<file path="config.mk">
export PLATFORM = sky130hd
export DESIGN_NAME = cron_entry_table_matcher
export DESIGN_NICKNAME = d
export VERILOG_FILES = /design/src/design/cetm_pkg.sv /design/src/design/cetm_entry_ram.sv /design/src/design/cetm_entry_eval.sv /design/src/design/cron_entry_table_matcher.sv
export SDC_FILE = /design/constraint.sdc
export NUM_CORES = 2
export LEC_CHECK = 0
export ABC_AREA = 1
export BUFFER_PORTS_ARGS = -buffer_cell sky130_fd_sc_hd__buf_2
export CORE_UTILIZATION = 55
export CTS_CLUSTER_DIAMETER = 60
export CTS_CLUSTER_SIZE = 25
export DETAILED_ROUTE_END_ITERATION = 10
export HOLD_SLACK_MARGIN = 0.02
export PLACE_DENSITY = 0.69
export SLEW_MARGIN = 20
export SYNTH_ARGS = -nofsm -noshare
export SYNTH_HDL_FRONTEND = slang
export SYNTH_HIERARCHICAL = 1
export SYNTH_SLANG_ARGS = --single-unit
</file>
<file path="constraint.sdc">
create_clock -name aclk -period 20.1 [get_ports aclk]
set_input_delay 2.01 -clock aclk [delete_from_list [all_inputs] [get_ports aclk]]
set_output_delay 2.01 -clock aclk [all_outputs]
set_load 0.02 [all_outputs]
</file>
<file path="src/design/cetm_pkg.sv">
// ----------------------------------------------------------------------------
// cetm_pkg: shared types and constants for the cron entry table matcher
// Holds the request and result payloads, the table entry layout and the codes.
// ----------------------------------------------------------------------------
`timescale 1ns / 1ps

package cetm_pkg;

    localparam int TABLE_ENTRIES_DEF = 16;

    localparam int OBJ_W  = 24;
    localparam int ATTR_W = 16;
    localparam int MIN_W  = 60;
    localparam int HOUR_W = 24;
    localparam int DAY_W  = 31;
    localparam int MON_W  = 12;
    localparam int WDAY_W = 8;
    localparam int TIME_W = 23;
    localparam int RMV_W  = 5;

    // operation codes
    localparam logic [1:0] OP_INSERT = 2'd0;
    localparam logic [1:0] OP_CLEAR  = 2'd1;
    localparam logic [1:0] OP_TICK   = 2'd2;

    // result status codes
    localparam logic [2:0] ST_INSERTED  = 3'd0;
    localparam logic [2:0] ST_DUPLICATE = 3'd1;
    localparam logic [2:0] ST_FULL      = 3'd2;
    localparam logic [2:0] ST_CLEARED   = 3'd3;
    localparam logic [2:0] ST_FIRED     = 3'd4;
    localparam logic [2:0] ST_NONE      = 3'd5;

    localparam logic [ATTR_W-1:0] ANY_ATTRIBUTE = 16'hFFFF;
    localparam logic [WDAY_W-1:0] SUNDAY_BITS   = 8'h81;
    localparam logic [RMV_W-1:0]  RMV_MAX       = 5'd31;

    localparam logic [5:0] MINUTES_PER_HOUR = 6'd60;
    localparam logic [4:0] HOURS_PER_DAY    = 5'd24;
    localparam logic [3:0] MONTHS_PER_YEAR  = 4'd12;

    typedef struct packed {
        logic [1:0]        operation;
        logic [OBJ_W-1:0]  object_id;
        logic [ATTR_W-1:0] attribute_id;
        logic [MIN_W-1:0]  minute_mask;
        logic [HOUR_W-1:0] hour_mask;
        logic [DAY_W-1:0]  day_mask;
        logic [MON_W-1:0]  month_mask;
        logic [WDAY_W-1:0] weekday_mask;
        logic              day_star;
        logic              weekday_star;
        logic [TIME_W-1:0] calendar_time;
    } in_req_t;

    typedef struct packed {
        logic [2:0]        status;
        logic [OBJ_W-1:0]  fired_object;
        logic [ATTR_W-1:0] fired_attribute;
        logic [RMV_W-1:0]  removed_count;
        logic              last;
    } out_rsp_t;

    // stars[0] is the day-of-month star, stars[1] the weekday star
    typedef struct packed {
        logic [OBJ_W-1:0]  owner;
        logic [ATTR_W-1:0] attribute;
        logic [MIN_W-1:0]  minutes;
        logic [HOUR_W-1:0] hours;
        logic [DAY_W-1:0]  days;
        logic [MON_W-1:0]  months;
        logic [WDAY_W-1:0] weekdays;
        logic [1:0]        stars;
    } entry_t;

    typedef struct packed {
        logic dup_hit;
        logic clr_hit;
        logic tick_hit;
    } eval_flags_t;

endpackage

</file>
<file path="src/design/cetm_entry_ram.sv">
// ----------------------------------------------------------------------------
// cetm_entry_ram: cron entry storage
// One write port, one registered read port. No reset on the contents.
// ----------------------------------------------------------------------------
`timescale 1ns / 1ps

module cetm_entry_ram #(
    parameter int DEPTH  = cetm_pkg::TABLE_ENTRIES_DEF,
    parameter int ADDR_W = $clog2(DEPTH)
) (
    input  logic                aclk,
    input  logic                wr_en,
    input  logic [ADDR_W-1:0]   wr_addr,
    input  cetm_pkg::entry_t    wr_data,
    input  logic [ADDR_W-1:0]   rd_addr,
    output cetm_pkg::entry_t    rd_data
);

    cetm_pkg::entry_t mem [DEPTH];
    cetm_pkg::entry_t rd_data_reg;

    always_ff @(posedge aclk) begin
        if (wr_en) begin
            mem[wr_addr] <= wr_data;
        end
    end

    always_ff @(posedge aclk) begin
        rd_data_reg <= mem[rd_addr];
    end

    assign rd_data = rd_data_reg;

endmodule

</file>
<file path="src/design/cetm_entry_eval.sv">
// ----------------------------------------------------------------------------
// cetm_entry_eval: shared compare unit for one table entry
// Duplicate test, clear match and schedule match against the tick time.
// ----------------------------------------------------------------------------
`timescale 1ns / 1ps

module cetm_entry_eval (
    input  cetm_pkg::entry_t                  entry,
    input  cetm_pkg::entry_t                  key,
    input  logic [cetm_pkg::TIME_W-1:0]       cal_time,
    output cetm_pkg::eval_flags_t             flags
);

    logic [5:0]  minute;
    logic [4:0]  hour;
    logic [4:0]  day;
    logic [3:0]  month;
    logic [2:0]  wday;
    logic [4:0]  day_idx;
    logic [3:0]  month_idx;
    logic [63:0] min_ext;
    logic [31:0] hour_ext;
    logic [31:0] day_ext;
    logic [15:0] mon_ext;
    logic        m_ok, h_ok, d_ok, mo_ok, w_ok, day_ok;

    assign minute    = cal_time[5:0];
    assign hour      = cal_time[10:6];
    assign day       = cal_time[15:11];
    assign month     = cal_time[19:16];
    assign wday      = cal_time[22:20];
    assign day_idx   = day - 5'd1;
    assign month_idx = month - 4'd1;

    // widen masks so every index the time fields can carry stays in range
    assign min_ext  = {4'b0, entry.minutes};
    assign hour_ext = {8'b0, entry.hours};
    assign day_ext  = {1'b0, entry.days};
    assign mon_ext  = {4'b0, entry.months};

    assign m_ok  = (minute < cetm_pkg::MINUTES_PER_HOUR) && min_ext[minute];
    assign h_ok  = (hour < cetm_pkg::HOURS_PER_DAY) && hour_ext[hour];
    assign d_ok  = (day != 5'd0) && day_ext[day_idx];
    assign mo_ok = (month != 4'd0) && (month <= cetm_pkg::MONTHS_PER_YEAR)
                   && mon_ext[month_idx];
    assign w_ok  = entry.weekdays[wday];

    // either star flag: both day fields must hit, else either may
    assign day_ok = (entry.stars != 2'b00) ? (d_ok && w_ok) : (d_ok || w_ok);

    assign flags.dup_hit  = (entry == key);
    assign flags.clr_hit  = (entry.owner == key.owner) &&
                            ((key.attribute == cetm_pkg::ANY_ATTRIBUTE) ||
                             (entry.attribute == key.attribute));
    assign flags.tick_hit = m_ok && h_ok && mo_ok && day_ok;

endmodule

</file>
<file path="src/design/cron_entry_table_matcher.sv">
// ----------------------------------------------------------------------------
// cron_entry_table_matcher: bounded cron table with insert, clear and tick
// Walk: each request reads the live entries in turn and then gives its final result
//   (per entry: RAM read, then compare; an insert stops at a duplicate, a
//   disabled tick walks none); a stalled result side can hold the walk up.
// A new request is accepted only once the last is finished; code 3 is dropped with no result.
// Reset: synchronous, active low; table empties (count 0), cron_enable set to 1.
//   Entry storage is not cleared; only live entries are ever read.
// ----------------------------------------------------------------------------
`timescale 1ns / 1ps

module cron_entry_table_matcher #(
    parameter int TABLE_ENTRIES = cetm_pkg::TABLE_ENTRIES_DEF
) (
    input  logic                aclk,
    input  logic                aresetn,

    input  logic                cfg_wr_en,
    input  logic                cfg_wr_data,

    input  logic                s_valid,
    output logic                s_ready,
    input  cetm_pkg::in_req_t   s_data,

    output logic                m_valid,
    input  logic                m_ready,
    output cetm_pkg::out_rsp_t  m_data
);

    localparam int IDX_W = $clog2(TABLE_ENTRIES);
    localparam int CNT_W = $clog2(TABLE_ENTRIES + 1);

    // sequencer states
    typedef enum logic [3:0] {
        S_IDLE   = 4'b0001,
        S_READ   = 4'b0010,
        S_EVAL   = 4'b0100,
        S_FINISH = 4'b1000
    } state_t;

    state_t state_reg, state_next;

    // request held for the whole walk
    logic [1:0]                    op_reg;
    cetm_pkg::entry_t              key_reg;
    cetm_pkg::entry_t              key_in;
    logic [cetm_pkg::TIME_W-1:0]   time_reg;
    logic [cetm_pkg::WDAY_W-1:0]   wday_fold;

    // walk control
    logic [IDX_W-1:0]              idx_reg, idx_next;
    logic [CNT_W-1:0]              cnt_reg, cnt_next;
    logic [CNT_W-1:0]              kept_reg, kept_next;
    logic [cetm_pkg::RMV_W-1:0]    removed_reg, removed_next;
    logic                          dup_reg, dup_next;
    logic                          cron_enable_reg;

    // newest match not yet sent; held back so the final one can carry last
    logic                          pend_valid_reg, pend_valid_next;
    logic [cetm_pkg::OBJ_W-1:0]    pend_obj_reg, pend_obj_next;
    logic [cetm_pkg::ATTR_W-1:0]   pend_attr_reg, pend_attr_next;

    // result register
    logic                          m_valid_reg, m_valid_next;
    cetm_pkg::out_rsp_t            m_data_reg;
    logic                          push;
    cetm_pkg::out_rsp_t            push_data;
    logic                          out_free;

    // entry RAM and compare unit
    logic                          wr_en;
    logic [IDX_W-1:0]              wr_addr;
    cetm_pkg::entry_t              wr_data;
    cetm_pkg::entry_t              rd_data;
    cetm_pkg::eval_flags_t         flags;

    logic                          s_fire;
    logic                          walk_end_up;
    logic                          walk_end_down;

    assign s_ready  = (state_reg == S_IDLE);
    assign s_fire   = s_valid && s_ready;
    assign out_free = !m_valid_reg || m_ready;
    assign m_valid  = m_valid_reg;
    assign m_data   = m_data_reg;

    assign walk_end_up   = ((CNT_W'(idx_reg) + CNT_W'(1)) == cnt_reg);
    assign walk_end_down = (idx_reg == '0);

    // Sunday sits on both bit 0 and bit 7
    always_comb begin
        wday_fold = s_data.weekday_mask;
        if ((s_data.weekday_mask & cetm_pkg::SUNDAY_BITS) != '0) begin
            wday_fold = s_data.weekday_mask | cetm_pkg::SUNDAY_BITS;
        end
    end

    always_comb begin
        key_in.owner     = s_data.object_id;
        key_in.attribute = s_data.attribute_id;
        key_in.minutes   = s_data.minute_mask;
        key_in.hours     = s_data.hour_mask;
        key_in.days      = s_data.day_mask;
        key_in.months    = s_data.month_mask;
        key_in.weekdays  = wday_fold;
        key_in.stars     = {s_data.weekday_star, s_data.day_star};
    end

    cetm_entry_ram #(
        .DEPTH   (TABLE_ENTRIES),
        .ADDR_W  (IDX_W)
    ) u_ram (
        .aclk    (aclk),
        .wr_en   (wr_en),
        .wr_addr (wr_addr),
        .wr_data (wr_data),
        .rd_addr (idx_reg),
        .rd_data (rd_data)
    );

    cetm_entry_eval u_eval (
        .entry    (rd_data),
        .key      (key_reg),
        .cal_time (time_reg),
        .flags    (flags)
    );

    // Sequencer. READ presents idx to the RAM, EVAL sees its registered data in the cycle after.
    // Clear compacts in place: survivors are written back at kept <= idx.
    always_comb begin
        state_next      = state_reg;
        idx_next        = idx_reg;
        cnt_next        = cnt_reg;
        kept_next       = kept_reg;
        removed_next    = removed_reg;
        dup_next        = dup_reg;
        pend_valid_next = pend_valid_reg;
        pend_obj_next   = pend_obj_reg;
        pend_attr_next  = pend_attr_reg;
        push            = 1'b0;
        push_data       = '0;
        wr_en           = 1'b0;
        wr_addr         = kept_reg[IDX_W-1:0];
        wr_data         = rd_data;

        unique case (state_reg)
            S_IDLE: begin
                if (s_fire) begin
                    unique case (s_data.operation)
                        cetm_pkg::OP_INSERT: begin
                            dup_next   = 1'b0;
                            idx_next   = '0;
                            state_next = (cnt_reg == '0) ? S_FINISH : S_READ;
                        end
                        cetm_pkg::OP_CLEAR: begin
                            kept_next    = '0;
                            removed_next = '0;
                            idx_next     = '0;
                            state_next   = (cnt_reg == '0) ? S_FINISH : S_READ;
                        end
                        cetm_pkg::OP_TICK: begin
                            pend_valid_next = 1'b0;
                            idx_next        = IDX_W'(cnt_reg - CNT_W'(1));
                            state_next      = ((cnt_reg == '0) || !cron_enable_reg) ?
                                              S_FINISH : S_READ;
                        end
                        default: begin
                            state_next = S_IDLE;   // unknown op: dropped, no result
                        end
                    endcase
                end
            end

            S_READ: begin
                state_next = S_EVAL;
            end

            S_EVAL: begin
                unique case (op_reg)
                    cetm_pkg::OP_INSERT: begin
                        if (flags.dup_hit) begin
                            dup_next   = 1'b1;
                            state_next = S_FINISH;
                        end else if (walk_end_up) begin
                            state_next = S_FINISH;
                        end else begin
                            idx_next   = idx_reg + IDX_W'(1);
                            state_next = S_READ;
                        end
                    end
                    cetm_pkg::OP_CLEAR: begin
                        if (flags.clr_hit) begin
                            if (removed_reg != cetm_pkg::RMV_MAX) begin
                                removed_next = removed_reg + cetm_pkg::RMV_W'(1);
                            end
                        end else begin
                            wr_en     = 1'b1;
                            kept_next = kept_reg + CNT_W'(1);
                        end
                        if (walk_end_up) begin
                            state_next = S_FINISH;
                        end else begin
                            idx_next   = idx_reg + IDX_W'(1);
                            state_next = S_READ;
                        end
                    end
                    cetm_pkg::OP_TICK: begin
                        // a new hit must first push the held one out
                        if (!(flags.tick_hit && pend_valid_reg && !out_free)) begin
                            if (flags.tick_hit) begin
                                if (pend_valid_reg) begin
                                    push                      = 1'b1;
                                    push_data.status          = cetm_pkg::ST_FIRED;
                                    push_data.fired_object    = pend_obj_reg;
                                    push_data.fired_attribute = pend_attr_reg;
                                end
                                pend_valid_next = 1'b1;
                                pend_obj_next   = rd_data.owner;
                                pend_attr_next  = rd_data.attribute;
                            end
                            if (walk_end_down) begin
                                state_next = S_FINISH;
                            end else begin
                                idx_next   = idx_reg - IDX_W'(1);
                                state_next = S_READ;
                            end
                        end
                    end
                    default: begin
                        state_next = S_IDLE;
                    end
                endcase
            end

            S_FINISH: begin
                if (out_free) begin
                    push           = 1'b1;
                    push_data.last = 1'b1;
                    state_next     = S_IDLE;
                    unique case (op_reg)
                        cetm_pkg::OP_INSERT: begin
                            if (dup_reg) begin
                                push_data.status = cetm_pkg::ST_DUPLICATE;
                            end else if (cnt_reg >= CNT_W'(TABLE_ENTRIES)) begin
                                push_data.status = cetm_pkg::ST_FULL;
                            end else begin
                                wr_en            = 1'b1;
                                wr_addr          = cnt_reg[IDX_W-1:0];
                                wr_data          = key_reg;
                                cnt_next         = cnt_reg + CNT_W'(1);
                                push_data.status = cetm_pkg::ST_INSERTED;
                            end
                        end
                        cetm_pkg::OP_CLEAR: begin
                            cnt_next                = kept_reg;
                            push_data.status        = cetm_pkg::ST_CLEARED;
                            push_data.removed_count = removed_reg;
                        end
                        cetm_pkg::OP_TICK: begin
                            if (pend_valid_reg) begin
                                push_data.status          = cetm_pkg::ST_FIRED;
                                push_data.fired_object    = pend_obj_reg;
                                push_data.fired_attribute = pend_attr_reg;
                            end else begin
                                push_data.status = cetm_pkg::ST_NONE;
                            end
                            pend_valid_next = 1'b0;
                        end
                        default: begin
                            push = 1'b0;
                        end
                    endcase
                end
            end

            default: begin
                state_next = S_IDLE;
            end
        endcase
    end

    always_comb begin
        m_valid_next = m_valid_reg;
        if (push) begin
            m_valid_next = 1'b1;
        end else if (m_ready) begin
            m_valid_next = 1'b0;
        end
    end

    // control state
    always_ff @(posedge aclk) begin
        if (!aresetn) begin
            state_reg       <= S_IDLE;
            cnt_reg         <= '0;
            cron_enable_reg <= 1'b1;
            m_valid_reg     <= 1'b0;
            pend_valid_reg  <= 1'b0;
            dup_reg         <= 1'b0;
        end else begin
            state_reg      <= state_next;
            cnt_reg        <= cnt_next;
            m_valid_reg    <= m_valid_next;
            pend_valid_reg <= pend_valid_next;
            dup_reg        <= dup_next;
            if (cfg_wr_en) begin
                cron_enable_reg <= cfg_wr_data;
            end
        end
    end

    // payload and walk registers
    always_ff @(posedge aclk) begin
        idx_reg       <= idx_next;
        kept_reg      <= kept_next;
        removed_reg   <= removed_next;
        pend_obj_reg  <= pend_obj_next;
        pend_attr_reg <= pend_attr_next;
        if (s_fire) begin
            op_reg   <= s_data.operation;
            key_reg  <= key_in;
            time_reg <= s_data.calendar_time;
        end
        if (push) begin
            m_data_reg <= push_data;
        end
    end

endmodule

</file>
After elaboration in Yosys (flattened, before gate mapping)

Memories as Yosys holds them, arrays and structs flattened. A register that Yosys moved wholly into a read port is not among the register bits.
Index checks and enable logic that the tools add are counted.
Widths: inputs -> output; s select.

Memories kept: 1
Bits in latches: 0
Memory bits (read-only): 0
Logic and storage cells: 222
Output and inout bits: 51
Memory bits (writable): 2832
Bits of input ports: 208
Register bits after elaboration: 318

Memories:

| memory    | words | width | read ports | clocked after memory_dff | wr ports | line                 | text |
|---|---|---|---|---|---|---|---|
| u_ram.mem | 16    | 177   | 1          | 1                        | 1        | cetm_entry_ram.sv:19 | `cetm_pkg::entry_t mem [DEPTH];` |

Add/subtract/negate cells: 9
Divide/modulo/power cells: 0
Equality and inequality tests: 36
Shift operators: 0
Reduce and logical (&&, ||, !) cells: 43
Bitwise gates (word level): 1
Magnitude comparators: 9
Multiply operators: 0
Mux-type cells: 96

Operators with widths:

| operator             | number |
|---|---|
| $mux 177             | 5 |
| $eq 177x177->1       | 1 |
| $mux 43              | 4 |
| $pmux 43 s2          | 1 |
| $mux 40              | 2 |
| $mux 4               | 18 |
| $mux 5               | 10 |
| $mux 49              | 1 |
| $mux 1               | 34 |
| $pmux 5 s2           | 3 |
| $eq 24x24->1         | 1 |
| $pmux 4 s2           | 3 |
| $pmux 4 s3           | 2 |
| $ne 2x2->1 const B   | 9 |
| $eq 16x16->1         | 1 |
| $eq 16x16->1 const B | 1 |
| $ne 2x1->1 const B   | 8 |
| $pmux 4 s4           | 1 |
| $add 5x1->5 const B  | 3 |
| $reduce_and 5->1     | 3 |
| $logic_and 1x1->1    | 13 |
| $lt 5x6->1 const B   | 2 |
| $sub 4x1->4 const B  | 3 |
| $bmux 1 s5           | 2 |
| other kinds (47)     | 63 |

Longest topological paths before layout

Depth after elaboration: 13
Depth in mapped cells: 21
Depth with buffers taken out: 20

Hierarchy

Netlist, hierarchy kept.

By module, submodules not included:

| module                   | instances | area an instance (µm²) | cells an instance |
|---|---|---|---|
| cetm_entry_ram           | 1         | 121038.6               | 10744 |
| cron_entry_table_matcher | 1         | 13536.7                | 1193 |
| cetm_entry_eval          | 1         | 4003.8                 | 743 |

Least setup slack after synthesis

OpenSTA, ideal clock, no wires.

Path kind: input port to flip-flop
Start point: input port m_ready
End point: memory u_ram/mem[12][0] in the netlist's numbering (enable)
Data required time: 19383 ps
Setup slack: 8666 ps
Buffers on the path: 2
Cell stages on the path: 10
Data arrival time: 10716 ps
Cell sequence: or2_2 -> nand2_2 -> inv_2 -> nand3_4 -> inv_2 -> buf_6 -> buf_4 -> a21oi_1 -> nand3_1 -> nor2_1

RTL lines:

| what                 | line                            | text |
|---|---|---|
| from (decl)          | cron_entry_table_matcher.sv:26  | `input logic m_ready,` |
| $logic_or 1x1->1     | cron_entry_table_matcher.sv:83  | `assign out_free = !m_valid_reg \|\| m_ready;` |
| $mux 4               | cron_entry_table_matcher.sv:236 | `if (out_free) begin` |
| $mux 4               | cron_entry_table_matcher.sv:146 | `unique case (state_reg)` |
| named net wr_addr[2] | cron_entry_table_matcher.sv:72  | `logic [IDX_W-1:0] wr_addr;` |
| to (decl)            | cetm_entry_ram.sv:19            |  |

The timed path passes the listed nets, and every way through them passes these cells.

Final worst setup path

Start point: input port m_ready
End point: memory u_ram/mem[11][102] in the netlist's numbering (enable)

Same word-level chain as after synthesis.

==> results.tsv <==
stage	metric	value	unit
sta	worst setup skew after layout	66.2	ps
final_layout	fin util	0.598	
place	Placement Cell Area	142000	sq um
route	antenna violation net count after detailed routing	0	
final_layout	Design Area, Final	149000	sq um
critical_path	kind of critical path	input port to flop	
sta	Setup WS post-layout	12430	ps
floorplan	die area	254000	sq um
sta	transition at the pin with the smallest max-transition slack	1210	ps
critical_path	critical-path maximum fanout	84	
sta	total negative slack for setup checks	0	ps
synthesis	main flop type after synthesis	sky130_fd_sc_hd__edfxtp_1	
critical_path	startpoint type of the worst setup path	input port	
synthesis	count of flip-flops with a built-in enable after synthesis	3137	
synthesis	post-synthesis sequential element count	3327	
route	per-cell routed wire length	22.3	um
synthesis	most area-hungry cell type in the Yosys netlist	sky130_fd_sc_hd__edfxtp_1	
pwr	standby leakage power	58.9	nW
floorplan	height of the die	504	um
clock_tree	level count of the clock H-tree	4	
grt	gr ovfl total	0	
critical_path	list of cells traversed by the critical path	buf_2, or2_2, nand2_2, inv_2, nand3_4, inv_8, buf_4, a21oi_1, nand3b_1, nor2_4, buf_4, buf_4	
final_layout	fraction of final layout cells sized beyond drive strength 1	0.0697	
floorplan	initial cell density of the core	0.555	
critical_path	CP startpoint	m_ready	
final_layout	nets@finish	12800	
floorplan	count of boundary I/O pins	259	
synthesis	sequential-to-total area share from yosys stat	0.707	
critical_path	CP max stage delay	990	ps
synthesis	total nets after synthesis	12900	
clock_tree	Clock Sink Count	3327	
final_layout	max reg flops	2832	
sta	maximum achievable frequency	0.130	GHz
synthesis	Synth Area per Inst	10.9	sq um
place	post-placement worst setup slack	11690	ps
grt	initial antenna violation count	12	
route	number of design-rule violations left by the first detailed-router iteration	12400	
sta	final count of pins violating max slew	0	
clock_tree	TritonCTS clock tree	built	
place	port bufs	258	
min_path	kind of path behind the tightest hold check	flop to flop	
clock_tree	root buf cell	sky130_fd_sc_hd__clkbuf_16	
grt	pin count of the biggest net entering global routing	236	
floorplan	Core Box Area	250000	sq um
status	result of the run	finished, final reports clean	
clock_tree	number of buffers created by CTS	195	
sta	post-route clock period utilization	0.381	
grt	wire length of the first global-routing pass	537000	um
critical_path	startpoint of the most critical register-to-register path	op_reg[0]	
synthesis	area of the mapped netlist	139000	sq um
final_layout	P&R area growth vs syn	7.68	%
route	via count normalized by instance count	5.69	
sta	setup repair after global routing missed its margin	no	
synthesis	count of mapped cells out of synthesis	12700	
synthesis	Post-synth ARST share	0	
pwr	P per Cell Area	120	nW/um^2
critical_path	required time at the worst-slack endpoint	20590	ps
clock_tree	clk buf depth	3	
critical_path	CP Data Arrival Time	8160	ps
critical_path	worst flop-to-flop path endpoint	u_ram/mem[11][102]	
synthesis	top area cells in the synthesized netlist	sky130_fd_sc_hd__edfxtp_1, sky130_fd_sc_hd__nand2_1, sky130_fd_sc_hd__nand3_1	
pwr	highest ir drop seen on vdd	0.101	mV
critical_path	worst-case register-to-register setup slack	12970	ps
critical_path	number of cells on the worst reg-to-reg path	9	
grt	global-route usage over all layers	0.278	
run	count of maximum capacitance violations	0	
route	1st-pass router iterations	6	
clock_tree	number of gates resized after cts	0	
clock_tree	clock input transition at the sequential cells of the worst setup and hold paths	90	ps
route	DRC	0	
synthesis	library cells used by synthesis	49	
synthesis	number of warning messages in the yosys log	6	
place	detailed placer's ending HPWL	191000	um
sta	number of setup violations in the final report	0	
clock_tree	postcts setup bufs	0	
clock_tree	hold buffers post-CTS	0	
route	via total after detailed routing	91800	
clock_tree	Clock Latency Late Sink	910	ps
sta	Worst Hold Slack	482	ps
critical_path	standard cell with the maximum stage delay on the critical path	sky130_fd_sc_hd__buf_4	
min_path	Hold Path Cell Cnt	0	
route	Total Wirelength	359000	um
grt	number of global-route vias before repair	86700	
sta	final hold violation count	0	
floorplan	horizontal die dimension	504	um
place	Routability Congestion	0.853	
sta	shortest period the worst path allows	7670	ps
final_layout	filler cell count	19600	
synthesis	proportion of netlist area held by the largest area contributor	0.680	
critical_path	critical path endpoint	u_ram/mem[11][102]	
sta	Slew Limit Headroom	0.192	
critical_path	type of destination of the critical path	flop	
floorplan	FP Rows	183	
critical_path	cell type with the highest occurrence count on the critical path	sky130_fd_sc_hd__buf_4	
synth_stat cells, types with 3 or more instances:
| master | number |
|---|---|
| sky130_fd_sc_hd__inv_2 | 8 |
| sky130_fd_sc_hd__edfxtp_1 | 3137 |
| sky130_fd_sc_hd__nor3_1 | 5 |
| sky130_fd_sc_hd__nand3b_1 | 7 |
| sky130_fd_sc_hd__xor2_1 | 39 |
| sky130_fd_sc_hd__o22ai_1 | 4 |
| sky130_fd_sc_hd__buf_6 | 41 |
| sky130_fd_sc_hd__dfxtp_1 | 190 |
| sky130_fd_sc_hd__ha_1 | 12 |
| sky130_fd_sc_hd__nand4_1 | 32 |
| sky130_fd_sc_hd__a211oi_1 | 4 |
| sky130_fd_sc_hd__o211ai_1 | 9 |
| sky130_fd_sc_hd__buf_1 | 58 |
| sky130_fd_sc_hd__a221oi_1 | 4 |
| sky130_fd_sc_hd__o21ai_0 | 41 |
| sky130_fd_sc_hd__a21oi_1 | 25 |
| sky130_fd_sc_hd__nand2_1 | 4167 |
| sky130_fd_sc_hd__buf_4 | 56 |
| sky130_fd_sc_hd__nand3_1 | 2129 |
| sky130_fd_sc_hd__clkbuf_1 | 127 |
| sky130_fd_sc_hd__inv_1 | 1275 |
| sky130_fd_sc_hd__clkinv_1 | 3 |
| sky130_fd_sc_hd__xnor2_1 | 128 |
| sky130_fd_sc_hd__or2_2 | 45 |
| sky130_fd_sc_hd__nor2_1 | 701 |
| sky130_fd_sc_hd__buf_2 | 369 |
| sky130_fd_sc_hd__nor3b_2 | 40 |
metal layers:
layer	track usage	part of all wire	up-vias	routed length (um)
li1	-	-	41900	-
met1	0.405	0.41	44300	147000
met2	0.435	0.46	4973	165000
met3	0.0446	0.11	587	37900
met4	0.0800	0.028	8	9960
met5	0	0.00014	-	52
stage by stage:
stage	instances	power (W)
detailed placement	15800	0.0134
finish	16100	0.0180
CTS	16100	0.0179
global placement	15800	0.0132
floorplan	12700	0.0119
global route	16100	0.0187
critical path, delay by kind of cell:
kind / cells / cell delay, ps
buf+inv: 6 / 3420
simple gates: 5 / 2070
compound gates: 1 / 270
report_power, final:
part	switching, W	total, W	internal [W]	leakage, nW
logic	0.00313	0.00414	0.00102	25.6
clock network	0.00249	0.00465	0.00216	3.41
registers	0.000387	0.00918	0.00879	29.9
worst min path at each step:
stage / from / to / slack (ps)
finish: u_ram/rd_data[149] / pend_attr_reg[12] / 480
global route: u_ram/rd_data[176] / pend_obj_reg[23] / 500
CTS: u_ram/rd_data[149] / pend_attr_reg[12] / 480
detailed placement: u_ram/rd_data[149] / pend_attr_reg[12] / 460
global placement: u_ram/rd_data[153] / pend_obj_reg[0] / 470
floorplan: cron_enable_reg / cron_enable_reg / 440
cell usage in the layout, fill, tap and decap left out, drive strengths merged, types with 5 or more instances in the layout:
cell type and instances:
nand3 2130, a21oi 27, o21ai 41, buf 403
nand3b 7, clkbuf 223, diode 7, inv 1356
bufinv 16, nand2 4168, xnor2 128, nor3b 41
nor3 5, xor2 39, clkinvlp 13, nand4 32
edfxtp 3137, o211ai 9, dfxtp 190, or2 45
ha 12, nor2 703, clkinv 53
kinds of logic after synthesis:
group,share of synthesized area
buffers and inverters,0.0598
XOR/XNOR,0.0106
AND/OR/NAND/NOR,0.217
flip-flops,0.707
AO/OA/AOI/OAI,0.00409
adder cells (fa/ha/maj),0.00123
layout make-up:
| cell class | count | area, sq um | area share |
|---|---|---|---|
| Clock inverter | 149 | 2040 | 0.0137 |
| Sequential cell | 3327 | 98000 | 0.657 |
| Antenna cell | 7 | 17.5 | 0.000117 |
| Timing Repair Buffer | 403 | 2550 | 0.0171 |
| Clock buffer | 223 | 5060 | 0.0339 |
| Tap cell | 3330 | 4170 | 0.0279 |
| Multi-Input combinational cell | 7411 | 32500 | 0.218 |
| Inverter | 1289 | 4900 | 0.0328 |
(Power assumes the default switching activity.)
